## src/design/score_to_palette_color_assert.svh

```systemverilog
// Assertion macros for the score-to-palette color block.
`ifndef SCORE_TO_PALETTE_COLOR_ASSERT_SVH
`define SCORE_TO_PALETTE_COLOR_ASSERT_SVH
`ifndef SYNTHESIS
`define STP_ASSERT_IMPL(lbl, ante, cons) lbl: assert property (@(posedge clk) \
  disable iff (rst) (ante) |-> (cons)) else $error("score_to_palette_color check failed");
`define STP_ASSERT_NEXT(lbl, ante, cons) lbl: assert property (@(posedge clk) \
  disable iff (rst) (ante) |=> (cons)) else $error("score_to_palette_color check failed");
`else
`define STP_ASSERT_IMPL(lbl, ante, cons)
`define STP_ASSERT_NEXT(lbl, ante, cons)
`endif
`endif

```

## src/design/stp_pkg.sv

```systemverilog
// Shared constants, types and the viridis stop table.
`timescale 1ns / 1ps
package stp_pkg;
  localparam int FRAC_BITS  = 16;
  localparam int SCORE_W    = 32;
  localparam int DIFF_W     = SCORE_W + 2;
  localparam int MAG_W      = SCORE_W + 1;
  localparam int REM_W      = MAG_W + 1;
  localparam int T_W        = FRAC_BITS + 1;
  localparam int STOP_COUNT = 15;
  localparam int CH_W       = 8;
  localparam int DIV_STEPS  = FRAC_BITS + 1;

  localparam logic [1:0] REG_RANGE_LOW  = 2'd0;
  localparam logic [1:0] REG_RANGE_HIGH = 2'd1;
  localparam logic [1:0] REG_PALETTE    = 2'd2;

  localparam logic [CH_W-1:0] GRAY_LEVEL = 8'd128;

  localparam int unsigned VIRIDIS_MIL [STOP_COUNT][3] = '{
    '{267004, 4874, 329415}, '{282323, 116575, 435773}, '{268510, 224401, 509616},
    '{236609, 317321, 541854}, '{199430, 401669, 553693}, '{163625, 471133, 558148},
    '{134692, 535825, 555298}, '{119428, 598863, 542846}, '{143343, 658636, 517093},
    '{216827, 715888, 474708}, '{327963, 769423, 412402}, '{468378, 817338, 328506},
    '{626786, 859153, 222990}, '{789888, 892602, 104888}, '{959347, 908551, 118128}
  };

  typedef struct packed {
    logic gray;
    logic zero_t;
    logic sat;
    logic palette;
  } side_t;
endpackage

```

## src/design/stp_div_step.sv

```systemverilog
// One restoring division step of the fraction divider.
`timescale 1ns / 1ps
module stp_div_step (
  input  logic                          clk,
  input  logic                          rst,
  input  logic                          in_valid,
  input  logic [stp_pkg::REM_W-1:0]     in_rem,
  input  logic [stp_pkg::MAG_W-1:0]     in_den,
  input  logic [stp_pkg::T_W-1:0]       in_quo,
  input  stp_pkg::side_t                in_side,
  output logic                          out_valid,
  output logic [stp_pkg::REM_W-1:0]     out_rem,
  output logic [stp_pkg::MAG_W-1:0]     out_den,
  output logic [stp_pkg::T_W-1:0]       out_quo,
  output stp_pkg::side_t                out_side
);
  import stp_pkg::*;

  logic             take;
  logic [REM_W-1:0] diff;

  always_comb begin
    take = in_rem >= {1'b0, in_den};
    diff = take ? (in_rem - {1'b0, in_den}) : in_rem;
  end

  always_ff @(posedge clk) begin
    if (rst) begin
      out_valid <= 1'b0;
    end else begin
      out_valid <= in_valid;
    end
    out_rem  <= {diff[REM_W-2:0], 1'b0};
    out_den  <= in_den;
    out_quo  <= {in_quo[T_W-2:0], take};
    out_side <= in_side;
  end
endmodule

```

## config.mk

```make
export PLATFORM = sky130hd
export DESIGN_NAME = stp_div_step
export DESIGN_NICKNAME = d
export VERILOG_FILES = /design/src/design/score_to_palette_color_assert.svh /design/src/design/stp_pkg.sv /design/src/design/stp_div_step.sv
export SDC_FILE = /design/constraint.sdc
export NUM_CORES = 1
export LEC_CHECK = 0
export BUFFER_PORTS_ARGS = -buffer_cell sky130_fd_sc_hd__buf_2
export CAP_MARGIN = 15
export CORE_MARGIN = 8
export CORE_UTILIZATION = 50
export CTS_BUF_LIST = sky130_fd_sc_hd__clkbuf_4 sky130_fd_sc_hd__clkbuf_8
export DETAILED_ROUTE_END_ITERATION = 12
export PLACE_DENSITY = 0.83
export SLEW_MARGIN = 20
export SYNTH_ARGS = -nofsm -noshare
export SYNTH_HDL_FRONTEND = slang
export SYNTH_SLANG_ARGS = --single-unit
```

## constraint.sdc

```tcl
create_clock -name clk -period 2.8 [get_ports clk]
set_input_delay 0.14 -clock clk [delete_from_list [all_inputs] [get_ports clk]]
set_output_delay 0.14 -clock clk [all_outputs]
set_load 0.01 [all_outputs]
```

Yosys cells after proc, flatten, opt, wreduce, memory -nomap -nowiden
Cells that the tools add are included.

operators by class
  add/sub/neg operators = 1
  $lt $le $gt $ge = 1
  muxes and demuxes = 1

operators with widths
  kind            count
  $ge 34x33->1    1
  $mux 33         1
  $sub 33x33->33  1

word-level totals
  bits in registers = 88
  bits of input ports = 91
  logic and storage cells = 11

Depth between registers and ports, before layout
Gate-level depths: netlist of the first run.

  depth in word-level cells = 2
  mapped depth = 14

Worst setup path before layout of the first run
No wires, ideal clock.

  path kind = input to register
  from = in in_rem[0] (netlist name)
  to = reg out_rem[2] (netlist name)
  arrival time = 2.326 ns
  slack = 0.353 ns
  stages = 12
  path buffers = 1
  cells stage by stage = inv_1 > ha_1 > inv_1 > fa_1 > a21o_1 > a221oi_2 > o21ai_2 > a21boi_2 > o31ai_2 > a21oi_4 > buf_12 > mux2_4

between the ends
  word-level cells in the longest chain between the ends = 2
  elaborated cells between the ends (all ways) = 3
  classes of those cells = add/sub (1); order compare (1); mux (1)

ends and longest elaborated chain
  what                                                   line                                    source
  start: declaration                                     stp_div_step.sv:7                       input logic [stp_pkg::REM_W-1:0] in_rem,
  $sub 33x33->33 / $ge 34x33->1 (equally long branches)  stp_div_step.sv:24, stp_div_step.sv:23
  $mux 33 *                                              stp_div_step.sv:24                      diff = take ? (in_rem - {1'b0, in_den}) : in_rem;
  net diff[1]                                            stp_div_step.sv:20                      logic [REM_W-1:0] diff;
  end signal: assignment                                 stp_div_step.sv:33                      out_rem <= {diff[REM_W-2:0], 1'b0};
  end: declaration                                       stp_div_step.sv:12                      output logic [stp_pkg::REM_W-1:0] out_rem,

The timed path passes the listed nets; every way through them passes the cells marked *.
A chain may end at the register's enable or synchronous reset.

Worst setup path after layout of the first run
  from = in in_rem[12] (netlist name)
  to = reg out_rem[10] (netlist name)

between the ends
  word-level cells in the longest chain between the ends = 2

ends and longest elaborated chain
  what          line                source
  $ge 34x33->1  stp_div_step.sv:23  take = in_rem >= {1'b0, in_den};
  $mux 33       stp_div_step.sv:24
  net diff[9]   stp_div_step.sv:20

The timed path passes the listed nets, and every way through them passes these cells.

==> results_dict.tcl, run 1 <==
set metrics [dict create \
    synthToLayoutAreaGrowth_pct 46.9 \
    nets 840 \
    avgRoutedWirePerCell_um 17.4 \
    grt_pass1_wl_um 22600 \
    core_sq_mm 0.00855 \
    synthAdderAreaFrac_pct 10.1 \
    async_reset_ff_share_pct 0 \
    syn_area_sq_mm 0.00431 \
    num_rows 34 \
    synth-edff-count 0 \
    crit_slowest_cell "dlygate4sd3_1" \
    htreeDepth 3 \
    synthCells 457 \
    max_stage_delay_ns 0.54 \
    hold_path.class "input port to flip-flop" \
    dp_hpwl_um 9870 \
    n_fill_cell 556 \
    fin_util_pct 74.0 \
    crit_path_end_kind "flip-flop" \
    powerDensity_mw_per_mm2 539 \
    cts.sinks 88 \
    finalSetupViolCount 0 \
    cts_tree "built" \
    synth-compound-area-share_pct 23.3 \
    drv_cap 0 \
    status "completed" \
    die_w_um 109 \
    die_h_um 109 \
    antennaDiodeCount 0 \
    die_area_sq_mm 0.0118 \
    period_share_pct 97.8 \
    synth_area_leaders "dfxtp_1 (41%), ha_1 (9.6%), o21ai_2 (4.1%)" \
    fin_tns_setup_ns 0 \
    required_ns 3.05 \
    crit_end "out_rem[10]" \
    cp-startpoint "in_rem[12]" \
    post-route-drc-count 0 \
    clk_path_buf_depth 2 \
    power.leakage_nw 3.08 \
    ys_top_cells_by_count "dfxtp_1 (88), inv_1 (44), nand2_1 (42)" \
    synth-simple-area-share_pct 12.2 \
    track_usage_pct 23.9 \
    num_vias 4340 \
    p_total_mw 3.41 \
    fin_cells 828 \
    fin_hold_ws_ns 0.00761 \
    ys_seq_area_share_pct 40.9 \
    yosysWarnings 0 \
    synthMuxAreaShare_pct 0.349 \
    cts-root-buf "clkbuf_8" \
    drtIter0Drc 193 \
    path_class "input port to flip-flop" \
    avgSynthCellArea_sq_um 9.42 \
    dp_cells 732 \
    synth_xor_area_share_pct 5.69 \
    hold_viol 0 \
    initial_utilization_pct 50.4 \
    grt_antenna_before_repair 0 \
    peakVddDrop_mv 0.333 \
    synth_top_flop_cell "dfxtp_1" \
    critPathLaunchType "input port" \
    syn_nets 582 \
    synth.most_common_cell "dfxtp_1" \
    dpl_worst_slack_ns 0.0913 \
    period_needed_ns 2.74 \
    rsz0062_at_grt "yes" \
    numCtsBuffers 9 \
    setup_slack_ns 0.0621 \
    placed_area_sq_mm 0.00526 \
    arrival_ns 2.99 \
    io_pins 180 \
    synth_top_area_share_pct 40.9 \
    synth_top_family_by_area "compound AO/OA/AOI/OAI gates" \
    ys_ff_latch 88 \
    crit_chain "dlygate4sd3_1, buf_2, ha_1, nand2_1, o21ai_0, a31oi_1, a21boi_2, o31ai_4, a21oi_4, buf_12, o31ai_1" \
    drt-pass1-iter-count 6 \
    synth_top_cell_by_area "dfxtp_1" \
    io_buffer_count 177 \
    vias_per_cell 5.24 \
    path_max_fanout 24 \
    drt-total-wl_um 14400 \
    grt_pass1_vias 4675 \
    fin_area_sq_mm 0.00633 \
    synth_cell_type_count 61 \
    route.antenna.remaining_nets 0 \
    grt_max_degree 29 \
    slew_viol_final 0 \
    path_clk_slew_ns 0.10 \
    drive_above_1_share_pct 35.4 \
    gp_congestion 0.861 \
    overflow 0 \
    fmax_ghz 0.365 \
]
[power breakdown]
| part | internal (mW) | switching (mW) | total, mW |
|---|---|---|---|
| clock network | 0.373 | 0.523 | 0.896 |
| registers | 1.39 | 0.0387 | 1.43 |
| logic | 0.491 | 0.589 | 1.08 |
[placed cells by master, fill, tap and decap left out, types with 3 or more instances in the layout]
cell type / n
o211ai_1: 3
inv_6: 4
buf_4: 8
a21o_1: 11
o21ai_1: 13
nand3_1: 6
a21oi_1: 30
nor3_1: 4
and3_1: 7
inv_1: 44
o31ai_1: 4
dlygate4sd3_1: 78
ha_1: 31
nor2_1: 14
a21oi_2: 3
nor2b_1: 4
xor2_1: 13
xnor2_1: 15
nand2_2: 10
o21a_1: 4
buf_2: 177
nand2_1: 42
o21bai_1: 6
a31oi_1: 3
nand2b_1: 4
dfxtp_1: 88
o21ai_2: 20
nor4_1: 3
clkbuf_8: 10
o21ai_0: 14
nand4_1: 5
[critical path: cells and delay by family]
family                     cells  cell delay (ns)
adders and majority gates      1             0.41
buffers and inverters          3             0.87
AOI/OAI and AO/OA              6             1.41
and+or+nand+nor                1             0.15
[timing repair]
action | CTS | global route
setup endpoints to repair | 0 | 23
hold buffers | 78 | 0
buffers inserted | 0 | 2
resized for setup | 0 | 13
hold endpoints to repair | 78 | 0
[registers in the layout, summed over array words and instances, names as in the netlist]
signal / flops
out_den: 33
out_rem: 33
out_quo: 17
out_side: 4
out_valid: 1
[worst min path at each step]
stage	cells past startpoint	slack, ns	from	end
floorplan	0	0.17	in_den[0]	out_den[0]
global placement	1	0.24	in_quo[2]	out_quo[3]
detailed placement	1	0.24	in_quo[6]	out_quo[7]
CTS	3	0.001	in_rem[18]	out_rem[19]
global route	3	0.003	in_rem[18]	out_rem[19]
finish	3	0.008	in_rem[21]	out_rem[22]
[final cells by class]
class / count / area (sq um) / area share [%]
clock buffer: 10 / 138 / 2.17
multi-input combinational: 306 / 2300 / 36.4
inverter: 45 / 169 / 2.67
sequential: 88 / 1760 / 27.8
timing repair buffer: 265 / 1770 / 27.9
clock inverter: 6 / 57.6 / 0.909
tap: 108 / 135 / 2.14
[routing by layer]
layer	vias to the layer above	routed length, um	GRT usage [%]
met5	-	0	0
li1	2100	-	-
met2	190	7170	42.8
met3	23	1380	7.15
met4	0	276	8.31
met1	2027	5560	26.1
[cell families after synthesis]
| family | after synthesis |
|---|---|
| AOI/OAI and AO/OA | 136 |
| adders and majority gates | 34 |
| and+or+nand+nor | 106 |
| xor gates and xnor gates | 28 |
| buffers and inverters | 63 |
| other | 1 |
| DFF | 88 |
| muxes | 1 |
Power figures use the tool's default switching activity.
==> run 2: changes to the inputs <==
--- a/config.mk
+++ b/config.mk
@@ -11,6 +11,7 @@
 export CORE_UTILIZATION = 50
 export CTS_BUF_LIST = sky130_fd_sc_hd__clkbuf_4 sky130_fd_sc_hd__clkbuf_8
 export DETAILED_ROUTE_END_ITERATION = 12
+export HOLD_SLACK_MARGIN = 0.02
 export PLACE_DENSITY = 0.83
 export SLEW_MARGIN = 20
 export SYNTH_ARGS = -nofsm -noshare
==> results_dict.tcl, run 2 (synthesized netlist as in run 1, its figures left out) <==
set metrics [dict create \
    crit_end "out_rem[30]" \
    nets 847 \
    drt-total-wl_um 14500 \
    n_fill_cell 544 \
    slew_viol_final 0 \
    power.leakage_nw 3.11 \
    overflow 0 \
    hold_path.class "input port to flip-flop" \
    dp_hpwl_um 9870 \
    die_area_sq_mm 0.0118 \
    antennaDiodeCount 0 \
    fin_tns_setup_ns -0.00289 \
    fmax_ghz 0.357 \
    switching_share_pct 33.7 \
    arrival_ns 3.07 \
    finalSetupViolCount 1 \
    fin_area_sq_mm 0.00640 \
    period_share_pct 100 \
    critPathLaunchType "input port" \
    peakVddDrop_mv 0.332 \
    cts_tree "built" \
    avgRoutedWirePerCell_um 17.3 \
    p_int_mw 2.27 \
    die_w_um 109 \
    fin_cells 835 \
    switchingPower_mw 1.15 \
    grt_max_degree 29 \
    violations "setup timing" \
    grt_pass1_wl_um 22500 \
    crit_path_end_kind "flip-flop" \
    route.antenna.remaining_nets 0 \
    setup_slack_ns -0.00289 \
    status "finished with violations" \
    track_usage_pct 23.7 \
    rsz0062_at_grt "yes" \
    drtIter0Drc 210 \
    drive_above_1_share_pct 35.2 \
    final_common_cell "buf_2" \
    path_clk_slew_ns 0.09 \
    hold_viol 0 \
    io_buffer_count 177 \
    path_max_fanout 5 \
    drt-pass1-iter-count 5 \
    gp_congestion 0.861 \
    drv_cap 0 \
    top_regs "out_den x33, out_rem x33, out_quo x17" \
    synthToLayoutAreaGrowth_pct 48.7 \
    crit_chain "dlygate4sd3_1, buf_2, ha_1, o21ai_1, a21oi_1, o41ai_4, o311a_4, o21ai_4, a2111oi_4, o31a_1, o31ai_2" \
    core_sq_mm 0.00855 \
    grt_antenna_before_repair 0 \
    max_stage_delay_ns 0.56 \
    period_needed_ns 2.80 \
    required_ns 3.07 \
    post-route-drc-count 0 \
    path_class "input port to flip-flop" \
    htreeDepth 3 \
    most-common-layout-cells "buf_2 (177), dfxtp_1 (88), dlygate4sd3_1 (85)" \
    dp_cells 732 \
    initial_utilization_pct 50.4 \
    clk_path_buf_depth 2 \
    vias_per_cell 5.24 \
    num_rows 34 \
    powerDensity_mw_per_mm2 534 \
    crit_slowest_cell "dlygate4sd3_1" \
    p_clk_share_pct 26.2 \
    num_vias 4375 \
    cts.sinks 88 \
    grt_pass1_vias 4668 \
    numCtsBuffers 9 \
    power_frac_seq_pct 41.9 \
    io_pins 180 \
    p_comb_share_pct 31.9 \
    cp-startpoint "in_rem[5]" \
    cts-root-buf "clkbuf_8" \
    die_h_um 109 \
    placed_area_sq_mm 0.00526 \
]
[run 2: layout make-up]
type	count	area [sq um]	area share (%)
multi-input cells	306	2300	36.0
repair buffers	272	1840	28.7
flip-flops and latches	88	1760	27.5
inverters	45	169	2.64
clock buffers	10	138	2.15
well taps	108	135	2.11
clock inverters	6	57.6	0.899
[run 2: how the worst min path moves through the flow]
stage / from / slack (ns) / end / cells after the start
4_1_cts: in_rem[29] / 0.04 / out_rem[30] / 3
5_1_grt: in_valid / 0.03 / out_valid / 2
6_report: in_valid / 0.04 / out_valid / 2
3_3_place_gp: in_quo[2] / 0.24 / out_quo[3] / 1
2_1_floorplan: in_den[0] / 0.17 / out_den[0] / 0
3_5_place_dp: in_quo[6] / 0.24 / out_quo[7] / 1
[run 2: critical path, delay by kind of cell]
family                     cells  cell delay, ns
AOI/OAI and AO/OA              8            1.78
adders and majority gates      1            0.42
buffers and inverters          2            0.71
[run 2: power by group through the flow]
stage / Combinational (mW) / Sequential [mW] / Clock, mW
after floorplan: 0.524 / 1.54 / 0
final: 1.09 / 1.43 / 0.895
after global routing: 1.19 / 1.45 / 0.968
after CTS: 1.04 / 1.43 / 0.908
after global placement: 0.919 / 1.45 / 0
after detailed placement: 0.937 / 1.46 / 0
[run 2: repair_timing]
| action | CTS | global route |
|---|---|---|
| endpoints found under the hold margin | 84 | 1 |
| setup endpoints to repair | 0 | 21 |
| setup buffers | 0 | 2 |
| gates resized for setup | 0 | 14 |
| hold buffers | 84 | 1 |
[run 2: metal layers]
layer	share of wire, %	wire length, um	global-route usage (%)	up-vias
met5	0	0	0	-
met4	1.9	271	8.31	0
met3	9.2	1330	6.56	22
met2	50	7250	42.9	214
met1	39	5620	26.1	2028
li1	-	-	-	2111
[run 2: metrics by stage]
stage / setup slack, ns / total power, mW / util, % / hold slack [ns]
final: -0.00289 / 3.42 / 74.9 / 0.0416
after global routing: -0.0460 / 3.60 / 74.9 / 0.0328
after detailed placement: 0.0913 / 2.39 / 61.5 / 0.245
after floorplan: 0.353 / 2.06 / - / 0.168
after global placement: 0.0724 / 2.37 / 61.5 / 0.244
after CTS: 0.0129 / 3.37 / 73.6 / 0.0353
