[src/design/score_to_palette_color_assert.svh]
// Assertion macros for the score-to-palette color block.
`ifndef SCORE_TO_PALETTE_COLOR_ASSERT_SVH
`define SCORE_TO_PALETTE_COLOR_ASSERT_SVH
`ifndef SYNTHESIS
`define STP_ASSERT_IMPL(lbl, ante, cons) lbl: assert property (@(posedge clk) \
  disable iff (rst) (ante) |-> (cons)) else $error("score_to_palette_color check failed");
`define STP_ASSERT_NEXT(lbl, ante, cons) lbl: assert property (@(posedge clk) \
  disable iff (rst) (ante) |=> (cons)) else $error("score_to_palette_color check failed");
`else
`define STP_ASSERT_IMPL(lbl, ante, cons)
`define STP_ASSERT_NEXT(lbl, ante, cons)
`endif
`endif

[src/design/stp_pkg.sv]
// Shared constants, types and the viridis stop table.
`timescale 1ns / 1ps
package stp_pkg;
  localparam int FRAC_BITS  = 16;
  localparam int SCORE_W    = 32;
  localparam int DIFF_W     = SCORE_W + 2;
  localparam int MAG_W      = SCORE_W + 1;
  localparam int REM_W      = MAG_W + 1;
  localparam int T_W        = FRAC_BITS + 1;
  localparam int STOP_COUNT = 15;
  localparam int CH_W       = 8;
  localparam int DIV_STEPS  = FRAC_BITS + 1;

  localparam logic [1:0] REG_RANGE_LOW  = 2'd0;
  localparam logic [1:0] REG_RANGE_HIGH = 2'd1;
  localparam logic [1:0] REG_PALETTE    = 2'd2;

  localparam logic [CH_W-1:0] GRAY_LEVEL = 8'd128;

  localparam int unsigned VIRIDIS_MIL [STOP_COUNT][3] = '{
    '{267004, 4874, 329415}, '{282323, 116575, 435773}, '{268510, 224401, 509616},
    '{236609, 317321, 541854}, '{199430, 401669, 553693}, '{163625, 471133, 558148},
    '{134692, 535825, 555298}, '{119428, 598863, 542846}, '{143343, 658636, 517093},
    '{216827, 715888, 474708}, '{327963, 769423, 412402}, '{468378, 817338, 328506},
    '{626786, 859153, 222990}, '{789888, 892602, 104888}, '{959347, 908551, 118128}
  };

  typedef struct packed {
    logic gray;
    logic zero_t;
    logic sat;
    logic palette;
  } side_t;
endpackage

[src/design/stp_color.sv]
// Palette stages: viridis interpolation, rainbow segments or mid gray, then 8-bit scaling.
`timescale 1ns / 1ps
module stp_color (
  input  logic                         clk,
  input  logic                         rst,
  input  logic                         in_valid,
  input  logic [stp_pkg::T_W-1:0]      in_t,
  input  logic                         in_gray,
  input  logic                         in_palette,
  output logic                         done,
  output logic [stp_pkg::CH_W-1:0]     red,
  output logic [stp_pkg::CH_W-1:0]     green,
  output logic [stp_pkg::CH_W-1:0]     blue
);
  import stp_pkg::*;

  localparam int F  = FRAC_BITS;
  localparam int AW = 2 * F;

  logic [F-1:0] stop_tab [STOP_COUNT][3];

  for (genvar k = 0; k < STOP_COUNT; k++) begin : g_stop
    for (genvar c = 0; c < 3; c++) begin : g_ch
      assign stop_tab[k][c] = F'(((64'(VIRIDIS_MIL[k][c]) << F) + 64'd500000) / 64'd1000000);
    end
  end

  // stage A: interpolation products and rainbow segment
  logic [F+3:0] scaled;
  logic [3:0]   idx;
  logic [3:0]   idx_n;
  logic [F-1:0] frac;
  logic [F+2:0] hue;
  logic [AW-1:0] acc_next [3];

  always_comb begin
    scaled = ({3'b000, in_t} << 4) - ({3'b000, in_t} << 1);
    idx    = scaled[F+3:F];
    frac   = scaled[F-1:0];
    idx_n  = idx + 4'd1;
    hue    = ({2'b00, in_t} << 2) + {2'b00, in_t};
  end

  for (genvar c = 0; c < 3; c++) begin : g_mac
    logic [F-1:0]        c1;
    logic [F-1:0]        c2;
    logic signed [F+1:0] dlt;
    logic signed [AW+2:0] sum;
    always_comb begin
      if (idx >= 4'(STOP_COUNT - 1)) begin
        c1 = stop_tab[STOP_COUNT-1][c];
        c2 = stop_tab[STOP_COUNT-1][c];
      end else begin
        c1 = stop_tab[idx][c];
        c2 = stop_tab[idx_n][c];
      end
      dlt = $signed({2'b00, c2}) - $signed({2'b00, c1});
      sum = $signed({3'b000, c1, {F{1'b0}}}) + (AW+3)'(dlt * $signed({1'b0, frac}));
      acc_next[c] = sum[AW-1:0];
    end
  end

  logic          a_valid;
  logic          a_gray;
  logic          a_pal;
  logic [AW-1:0] a_acc [3];
  logic [2:0]    a_seg;
  logic [F-1:0]  a_hf;

  always_ff @(posedge clk) begin
    if (rst) begin
      a_valid <= 1'b0;
    end else begin
      a_valid <= in_valid;
    end
    a_gray <= in_gray;
    a_pal  <= in_palette;
    a_acc  <= acc_next;
    a_seg  <= hue[F+2:F];
    a_hf   <= hue[F-1:0];
  end

  // stage B: scale by 255 and pick the channels
  logic [CH_W-1:0] vir [3];
  logic [CH_W-1:0] v;
  logic [CH_W-1:0] q;
  logic [F+7:0]    vm;
  logic [F:0]      qf;
  logic [F+8:0]    qm;
  logic [CH_W-1:0] r_next;
  logic [CH_W-1:0] g_next;
  logic [CH_W-1:0] b_next;

  for (genvar c = 0; c < 3; c++) begin : g_scale
    logic [AW+7:0] m;
    always_comb begin
      m = {a_acc[c], 8'd0} - {8'd0, a_acc[c]};
      vir[c] = m[AW+7:AW];
    end
  end

  always_comb begin
    vm = {a_hf, 8'd0} - {8'd0, a_hf};
    v  = vm[F+7:F];
    qf = (T_W'(1) << F) - {1'b0, a_hf};
    qm = {qf, 8'd0} - {8'd0, qf};
    q  = qm[F+7:F];
    if (a_gray) begin
      r_next = GRAY_LEVEL;
      g_next = GRAY_LEVEL;
      b_next = GRAY_LEVEL;
    end else if (!a_pal) begin
      r_next = vir[0];
      g_next = vir[1];
      b_next = vir[2];
    end else begin
      case (a_seg)
        3'd0:    begin r_next = 8'hFF; g_next = v;     b_next = 8'h00; end
        3'd1:    begin r_next = q;     g_next = 8'hFF; b_next = 8'h00; end
        3'd2:    begin r_next = 8'h00; g_next = 8'hFF; b_next = v;     end
        3'd3:    begin r_next = 8'h00; g_next = q;     b_next = 8'hFF; end
        3'd4:    begin r_next = v;     g_next = 8'h00; b_next = 8'hFF; end
        default: begin r_next = 8'hFF; g_next = 8'h00; b_next = 8'hFF; end
      endcase
    end
  end

  always_ff @(posedge clk) begin
    if (rst) begin
      done <= 1'b0;
    end else begin
      done <= a_valid;
    end
    red   <= r_next;
    green <= g_next;
    blue  <= b_next;
  end
endmodule
[config.mk]
export PLATFORM = sky130hd
export DESIGN_NAME = stp_color
export DESIGN_NICKNAME = d
export VERILOG_FILES = /design/src/design/score_to_palette_color_assert.svh /design/src/design/stp_pkg.sv /design/src/design/stp_color.sv
export SDC_FILE = /design/constraint.sdc
export NUM_CORES = 2
export LEC_CHECK = 0
export BUFFER_PORTS_ARGS = -buffer_cell sky130_fd_sc_hd__buf_2
export CAP_MARGIN = 20
export CORE_MARGIN = 2
export CORE_UTILIZATION = 42
export DETAILED_ROUTE_END_ITERATION = 16
export GPL_TIMING_DRIVEN = 0
export PLACE_DENSITY_LB_ADDON = 0.1
export SYNTH_ARGS = -nofsm -noshare
export SYNTH_HDL_FRONTEND = slang
export SYNTH_SLANG_ARGS = --single-unit
[constraint.sdc]
create_clock -name clk -period 15.27 [get_ports clk]
set_input_delay 3.8175 -clock clk [delete_from_list [all_inputs] [get_ports clk]]
set_output_delay 3.8175 -clock clk [all_outputs]
set_load 0.02 [all_outputs]
# After elaboration in Yosys (flattened, before gate mapping)

Memories as Yosys holds them, arrays and structs flattened.
Cells that the tools add are included.

Add/sub/neg operators: 15
$mul: 3
$lt $le $gt $ge: 3
Eq/ne operators: 4
Mux-type cells: 16
Bitwise logic cells: 2
Reduce and logical (&&, ||, !) cells: 4

Operator list:

| cell                                                | number |
|---|---|
| two-way mux 48 bit                                  | 4 |
| subtractor 40 x 32 -> 40 bit                        | 3 |
| adder 32 bit                                        | 3 |
| multiplier 17 x 17 -> 32 bit                        | 3 |
| two-way mux 16 bit                                  | 6 |
| subtractor 16 x 16 -> 17 bit                        | 3 |
| one-hot mux 8 bit (3 select lines)                  | 2 |
| two-way mux 8 bit                                   | 3 |
| subtractor 24 x 16 -> 24 bit                        | 1 |
| subtractor 24 x 17 -> 24 bit                        | 1 |
| subtractor 20 x 18 -> 20 bit                        | 1 |
| adder 19 x 17 -> 19 bit                             | 1 |
| subtractor 17 x 16 -> 17 bit (first input constant) | 1 |
| one-hot mux 8 bit (2 select lines)                  | 1 |
| >= comparator 5 bit (second input constant)         | 2 |
| NOT 4 -> 5 bit                                      | 2 |
| == test 3 x 2 -> 1 bit (second input constant)      | 2 |
| OR reduction 2 bit                                  | 3 |
| adder 4 x 1 -> 4 bit (second input constant)        | 1 |
| >= comparator 4 bit (second input constant)         | 1 |
| == test 3 x 1 -> 1 bit (second input constant)      | 1 |
| == test 3 bit (second input constant)               | 1 |
| zero test 3 bit                                     | 1 |

Flip-flop bits (word level): 143
Memory bits (read-only): 1536
Output and inout port bits: 25
Memories: 2

Memories:

| memory          | depth | width | rd ports | clocked after memory_dff | wr ports | line            | text |
|---|---|---|---|---|---|---|---|
| (no name shown) | 16    | 48    | 1        | 0                        | 0        | stp_color.sv:55 | `c2 = stop_tab[idx_n][c];` |
| (no name shown) | 16    | 48    | 1        | 0                        | 0        | stp_color.sv:54 | `c1 = stop_tab[idx][c];` |

# Depth between registers and ports, before layout

Depth after elaboration: 10
Depth in mapped cells: 55
Mapped depth without buffers: 50

# Least setup slack after synthesis

OpenSTA, ideal clock, no wires.

Path type: input to register
Start: input in_t[0] (netlist bit)
End: register a_acc[63] (netlist bit)
Setup time: 121 ps
Arrival time: 15503 ps
Required time: 15149 ps
Path slack: -354 ps
Cell stages on the path: 55
Path buffers: 5
Path through: inv_2 > clkbuf_1 > ha_1 > nand4b_1 > a21oi_1 > nor4_4 > o211ai_2 > a31oi_4 > xnor2_4 > inv_2 > buf_4 > buf_2 > buf_2 > ha_1 > nand2b_1 > nand2_1 > nor2_1 > buf_2 > [... 19 more ...] > inv_1 > fa_1 > fa_1 > inv_1 > fa_1 > inv_1 > ha_1 > and3_1 > a31oi_1 > o21ai_0 > a31oi_1 > o21ai_1 > or4_1 > a311o_1 > a21o_1 > a21oi_1 > xnor2_1 > xnor2_1

Cells in the longest elaborated chain, start to end: 10
Elaborated cells between the ends (all ways): 16

Ends and longest elaborated chain:

| element                              | line            | text |
|---|---|---|
| from (decl)                          | stp_color.sv:7  | `input logic [stp_pkg::T_W-1:0] in_t,` |
| subtractor 20 x 18 -> 20 bit (*)     | stp_color.sv:37 | `scaled = ({3'b000, in_t} << 4) - ({3'b000, in_t} << 1);` |
| adder 4 x 1 -> 4 bit                 | stp_color.sv:40 | `idx_n = idx + 4'd1;` |
| NOT 4 -> 5 bit (implied by the code) | stp_color.sv:55 |  |
| memory (16 x 48 bit)                 | n/a             |  |
| two-way mux 48 bit (2 in series)     | n/a             |  |
| two-way mux 16 bit                   | stp_color.sv:50 | `if (idx >= 4'(STOP_COUNT - 1)) begin` |
| subtractor 16 x 16 -> 17 bit         | stp_color.sv:57 | `dlt = $signed({2'b00, c2}) - $signed({2'b00, c1});` |
| multiplier 17 x 17 -> 32 bit         | stp_color.sv:58 | `sum = $signed({3'b000, c1, {F{1'b0}}}) + (AW+3)'(dlt * $signed({1'b0, frac}));` |
| adder 32 bit (*)                     | stp_color.sv:58 |  |
| named net g_mac[1].sum[31]           | stp_color.sv:48 | `logic signed [AW+2:0] sum;` |
| to (signal assigned)                 | stp_color.sv:78 | `a_acc <= acc_next;` |
| to (decl)                            | stp_color.sv:66 | `logic [AW-1:0] a_acc [3];` |

The timed path passes the listed nets; every way through them passes the cells marked *. The select of a mux whose other input is x is not followed.
A chain may end at the register's enable or synchronous reset.

# Worst setup path in the final report

Start: input in_t[6] (netlist bit)
End: register a_acc[63] (netlist bit)

Same word-level chain as after synthesis.

==> impl_metrics.toml <==
[critical_path]
crit_arrival_ns = 15.57
startpoint_type = "input port"
critPathKind = "in2reg"
worst_setup_path_end_kind = "flip-flop"
reg2reg_depth = 18
critPathRequiredTime_ns = 15.62
worstReg2RegStart = "a_hf[4]$_DFF_P_"
endpoint = "a_acc[63]$_DFF_P_"
cpPeakStageDelay_ns = 0.89
r2r-end = "green[7]$_SDFF_PP1_"
cp_common_cell = "fa_1"
crit_path_max_fanout = 10
worstSetupStartpoint = "in_t[6]"
crit_slowest_cell = "xnor2_1"
r2r_setup_slack_ns = 10.62

[yosys]
synth_top_area_share_pct = 35.6
synth_fp_nets = 6482
synth-seq-cells = 140
yosysUniqueCellTypes = 94
synth_seq_area_share_pct = 6.48
syn_avg_cell_area_um2 = 8.36
ys_warn_count = 0
synth-main-ff-cell = "dfxtp_1"
yosys.area.top_type = "fa_1"
synth_area_leaders = "fa_1 36%, ha_1 15%, inv_1 10%"
netlist_instances = 5177
synth_edf_count = 0
synth_area_um2 = 43300
ys_async_sr_fraction_pct = 0

[clock_tree]
path_clk_slew_ns = 0.07
clockBufferDepth = 2
clk_latency_ns = 0.46
htree_levels = 4
holdBufCountCts = 0
cts_buffers = 17
root_buffer = "clkbuf_16"
cts_tree = "done"
clkSinkCount = 140

[timing]
tns_ns = 0
skew_ns = 0.0135
report.final.slew_viol_count = 0
worst_pin_slew_ns = 1.29
setup_violations = 0
fmax_mhz = 65.7
slew_headroom_pct = 14.0
min_period_over_period_pct = 99.7
rsz0062_at_grt = "yes"
hold_viol_final = 0
min_period_ns = 15.22

[layout]
final_cells = 6804
layout_commonest_cell = "inv_1"
layout.nets = 6725
final_cell_area_um2 = 49900
final_cell_mix = "1203 x inv_1, 759 x fa_1, 567 x nor2_1"
syn2layout_area_growth_pct = 15.4
drive_above_1_share_pct = 12.0

[die]
coreArea_um2 = 102000
start_util_pct = 42.4
die_height_um = 325
boundaryPins = 47
std_cell_rows = 117
die_x_um = 325
die-area_um2 = 106000

[placed_design]
io_buffer_count = 46
dpl_cell_area_um2 = 45800
gp_congestion = 1.00
dpl.cell_count = 6625
dp_hpwl_um = 134000

[drt]
wl_um = 160000
via_per_inst = 5.34
firstDrtPassIters = 5
drc_errors = 0
routedWlPerCell_um = 23.5
drtAntennaViolNets = 0
dr_total_vias = 36300
dr.first_iter.drc_count = 2524

[global_routing]
grt_max_degree = 18
grt_pass1_vias = 36900
overflow = 0
antenna_found_initial = 10
grt_pass1_wl_um = 237000
track_usage_pct = 30.4

[status]
status = "completed"

[worst_hold_path]
hold_start = "a_valid$_SDFF_PP0_"
hp-class = "reg2reg"

[run]
maxCapViolCount = 0
worst min path at each step:
stage	to	slack, ns	depth (start not counted)
2_1_floorplan	done$_SDFF_PP0_	0.41	1
3_3_place_gp	done$_SDFF_PP0_	0.44	1
3_5_place_dp	done$_SDFF_PP0_	0.43	1
4_1_cts	done$_SDFF_PP0_	0.46	1
5_1_grt	done$_SDFF_PP0_	0.47	1
6_report	done$_SDFF_PP0_	0.45	1
stage by stage:
step	worst slack [ns]	utilization, %	hold WS (ns)
after global placement	-4.56	44.4	0.441
after global routing	-0.253	48.9	0.468
after CTS	0.00169	47.6	0.456
after detailed placement	-4.39	44.9	0.431
final	0.0506	48.9	0.452
after floorplan	0.0126	-	0.414
area by class of cell:
cell class	count	area [um2]
repair buffers	234	2050
clock inverters	15	170
plain buffers	148	862
multi-input cells	3654	37300
diodes	3	7.51
fillers	10100	52100
inverters	1225	4620
flip-flops and latches	140	2800
clock buffers	17	425
well taps	1368	1710
critical path, delay by kind of cell:
kind	cells	cell delay (ns)
adder cells (fa/ha/maj)	9	3.72
AO/OA/AOI/OAI	18	3.04
buffers and inverters	12	1.81
XOR/XNOR	4	1.73
AND/OR/NAND/NOR	6	1.42
flip-flops by register name (all words and copies together), names as in the netlist:
name	count
a_acc	93
a_hf	16
blue	8
green	8
red	8
a_seg	3
a_gray	1
a_pal	1
a_valid	1
done	1
Yosys cell counts (4+ instances only):
cell type and number:
a2111oi_0 10, a211o_1 9, a211oi_1 15, a21boi_0 10, a21boi_1 4, a21o_1 106, a21oi_1 200, a221oi_1 10
a31o_2 9, a31oi_1 23, and2_1 42, and3_1 20, buf_1 6, buf_2 33, clkbuf_1 116, dfxtp_1 140
fa_1 770, ha_1 513, inv_1 1210, inv_2 13, nand2_1 438, nand2b_1 42, nand3_1 54, nand4_1 15
nor2_1 589, nor2_2 5, nor2b_1 37, nor3_1 52, nor3b_1 4, nor4_1 14, o2111ai_1 4, o211ai_1 21
o21a_1 39, o21ai_0 100, o21ai_1 32, o21bai_1 27, o221ai_1 10, o22ai_1 13, o31ai_1 11, or2_2 12
or3_1 17, or4_1 6, xnor2_1 209, xnor2_2 5, xor2_1 75
repair_timing:
| item | in CTS | in global routing |
|---|---|---|
| endpoints found under the setup margin | 66 | 34 |
| pin swaps | 71 | 99 |
| cloned | 0 | 0 |
| gates resized for setup | 293 | 151 |
| setup buffers | 86 | 64 |
per-layer routing:
layer | global-route usage [%] | share of wire, % | wire, um | vias up
met5 | 0 | 0.026 | 41 | -
met4 | 14.1 | 5.2 | 8260 | 6
met3 | 5.36 | 8.1 | 12900 | 307
met2 | 47.8 | 45 | 71500 | 1383
met1 | 40.8 | 42 | 66900 | 18100
li1 | - | - | - | 16500
cell families (layout without fill, tap and decap cells):
logic type	count (synthesis)	in the layout	share of synthesized area (%)
buffers and inverters	1383	1639	12.1
AND/OR/NAND/NOR	1364	1364	13.7
adder cells (fa/ha/maj)	1284	1284	50.5
AO/OA/AOI/OAI	710	710	10.9
XOR/XNOR	293	293	6.18
flip-flops	140	140	6.48
multiplexers	3	3	0.0810
other	0	3	0
Power is not shown: default switching activity piles up to over one toggle a cycle in this logic, so the estimate is an artifact.
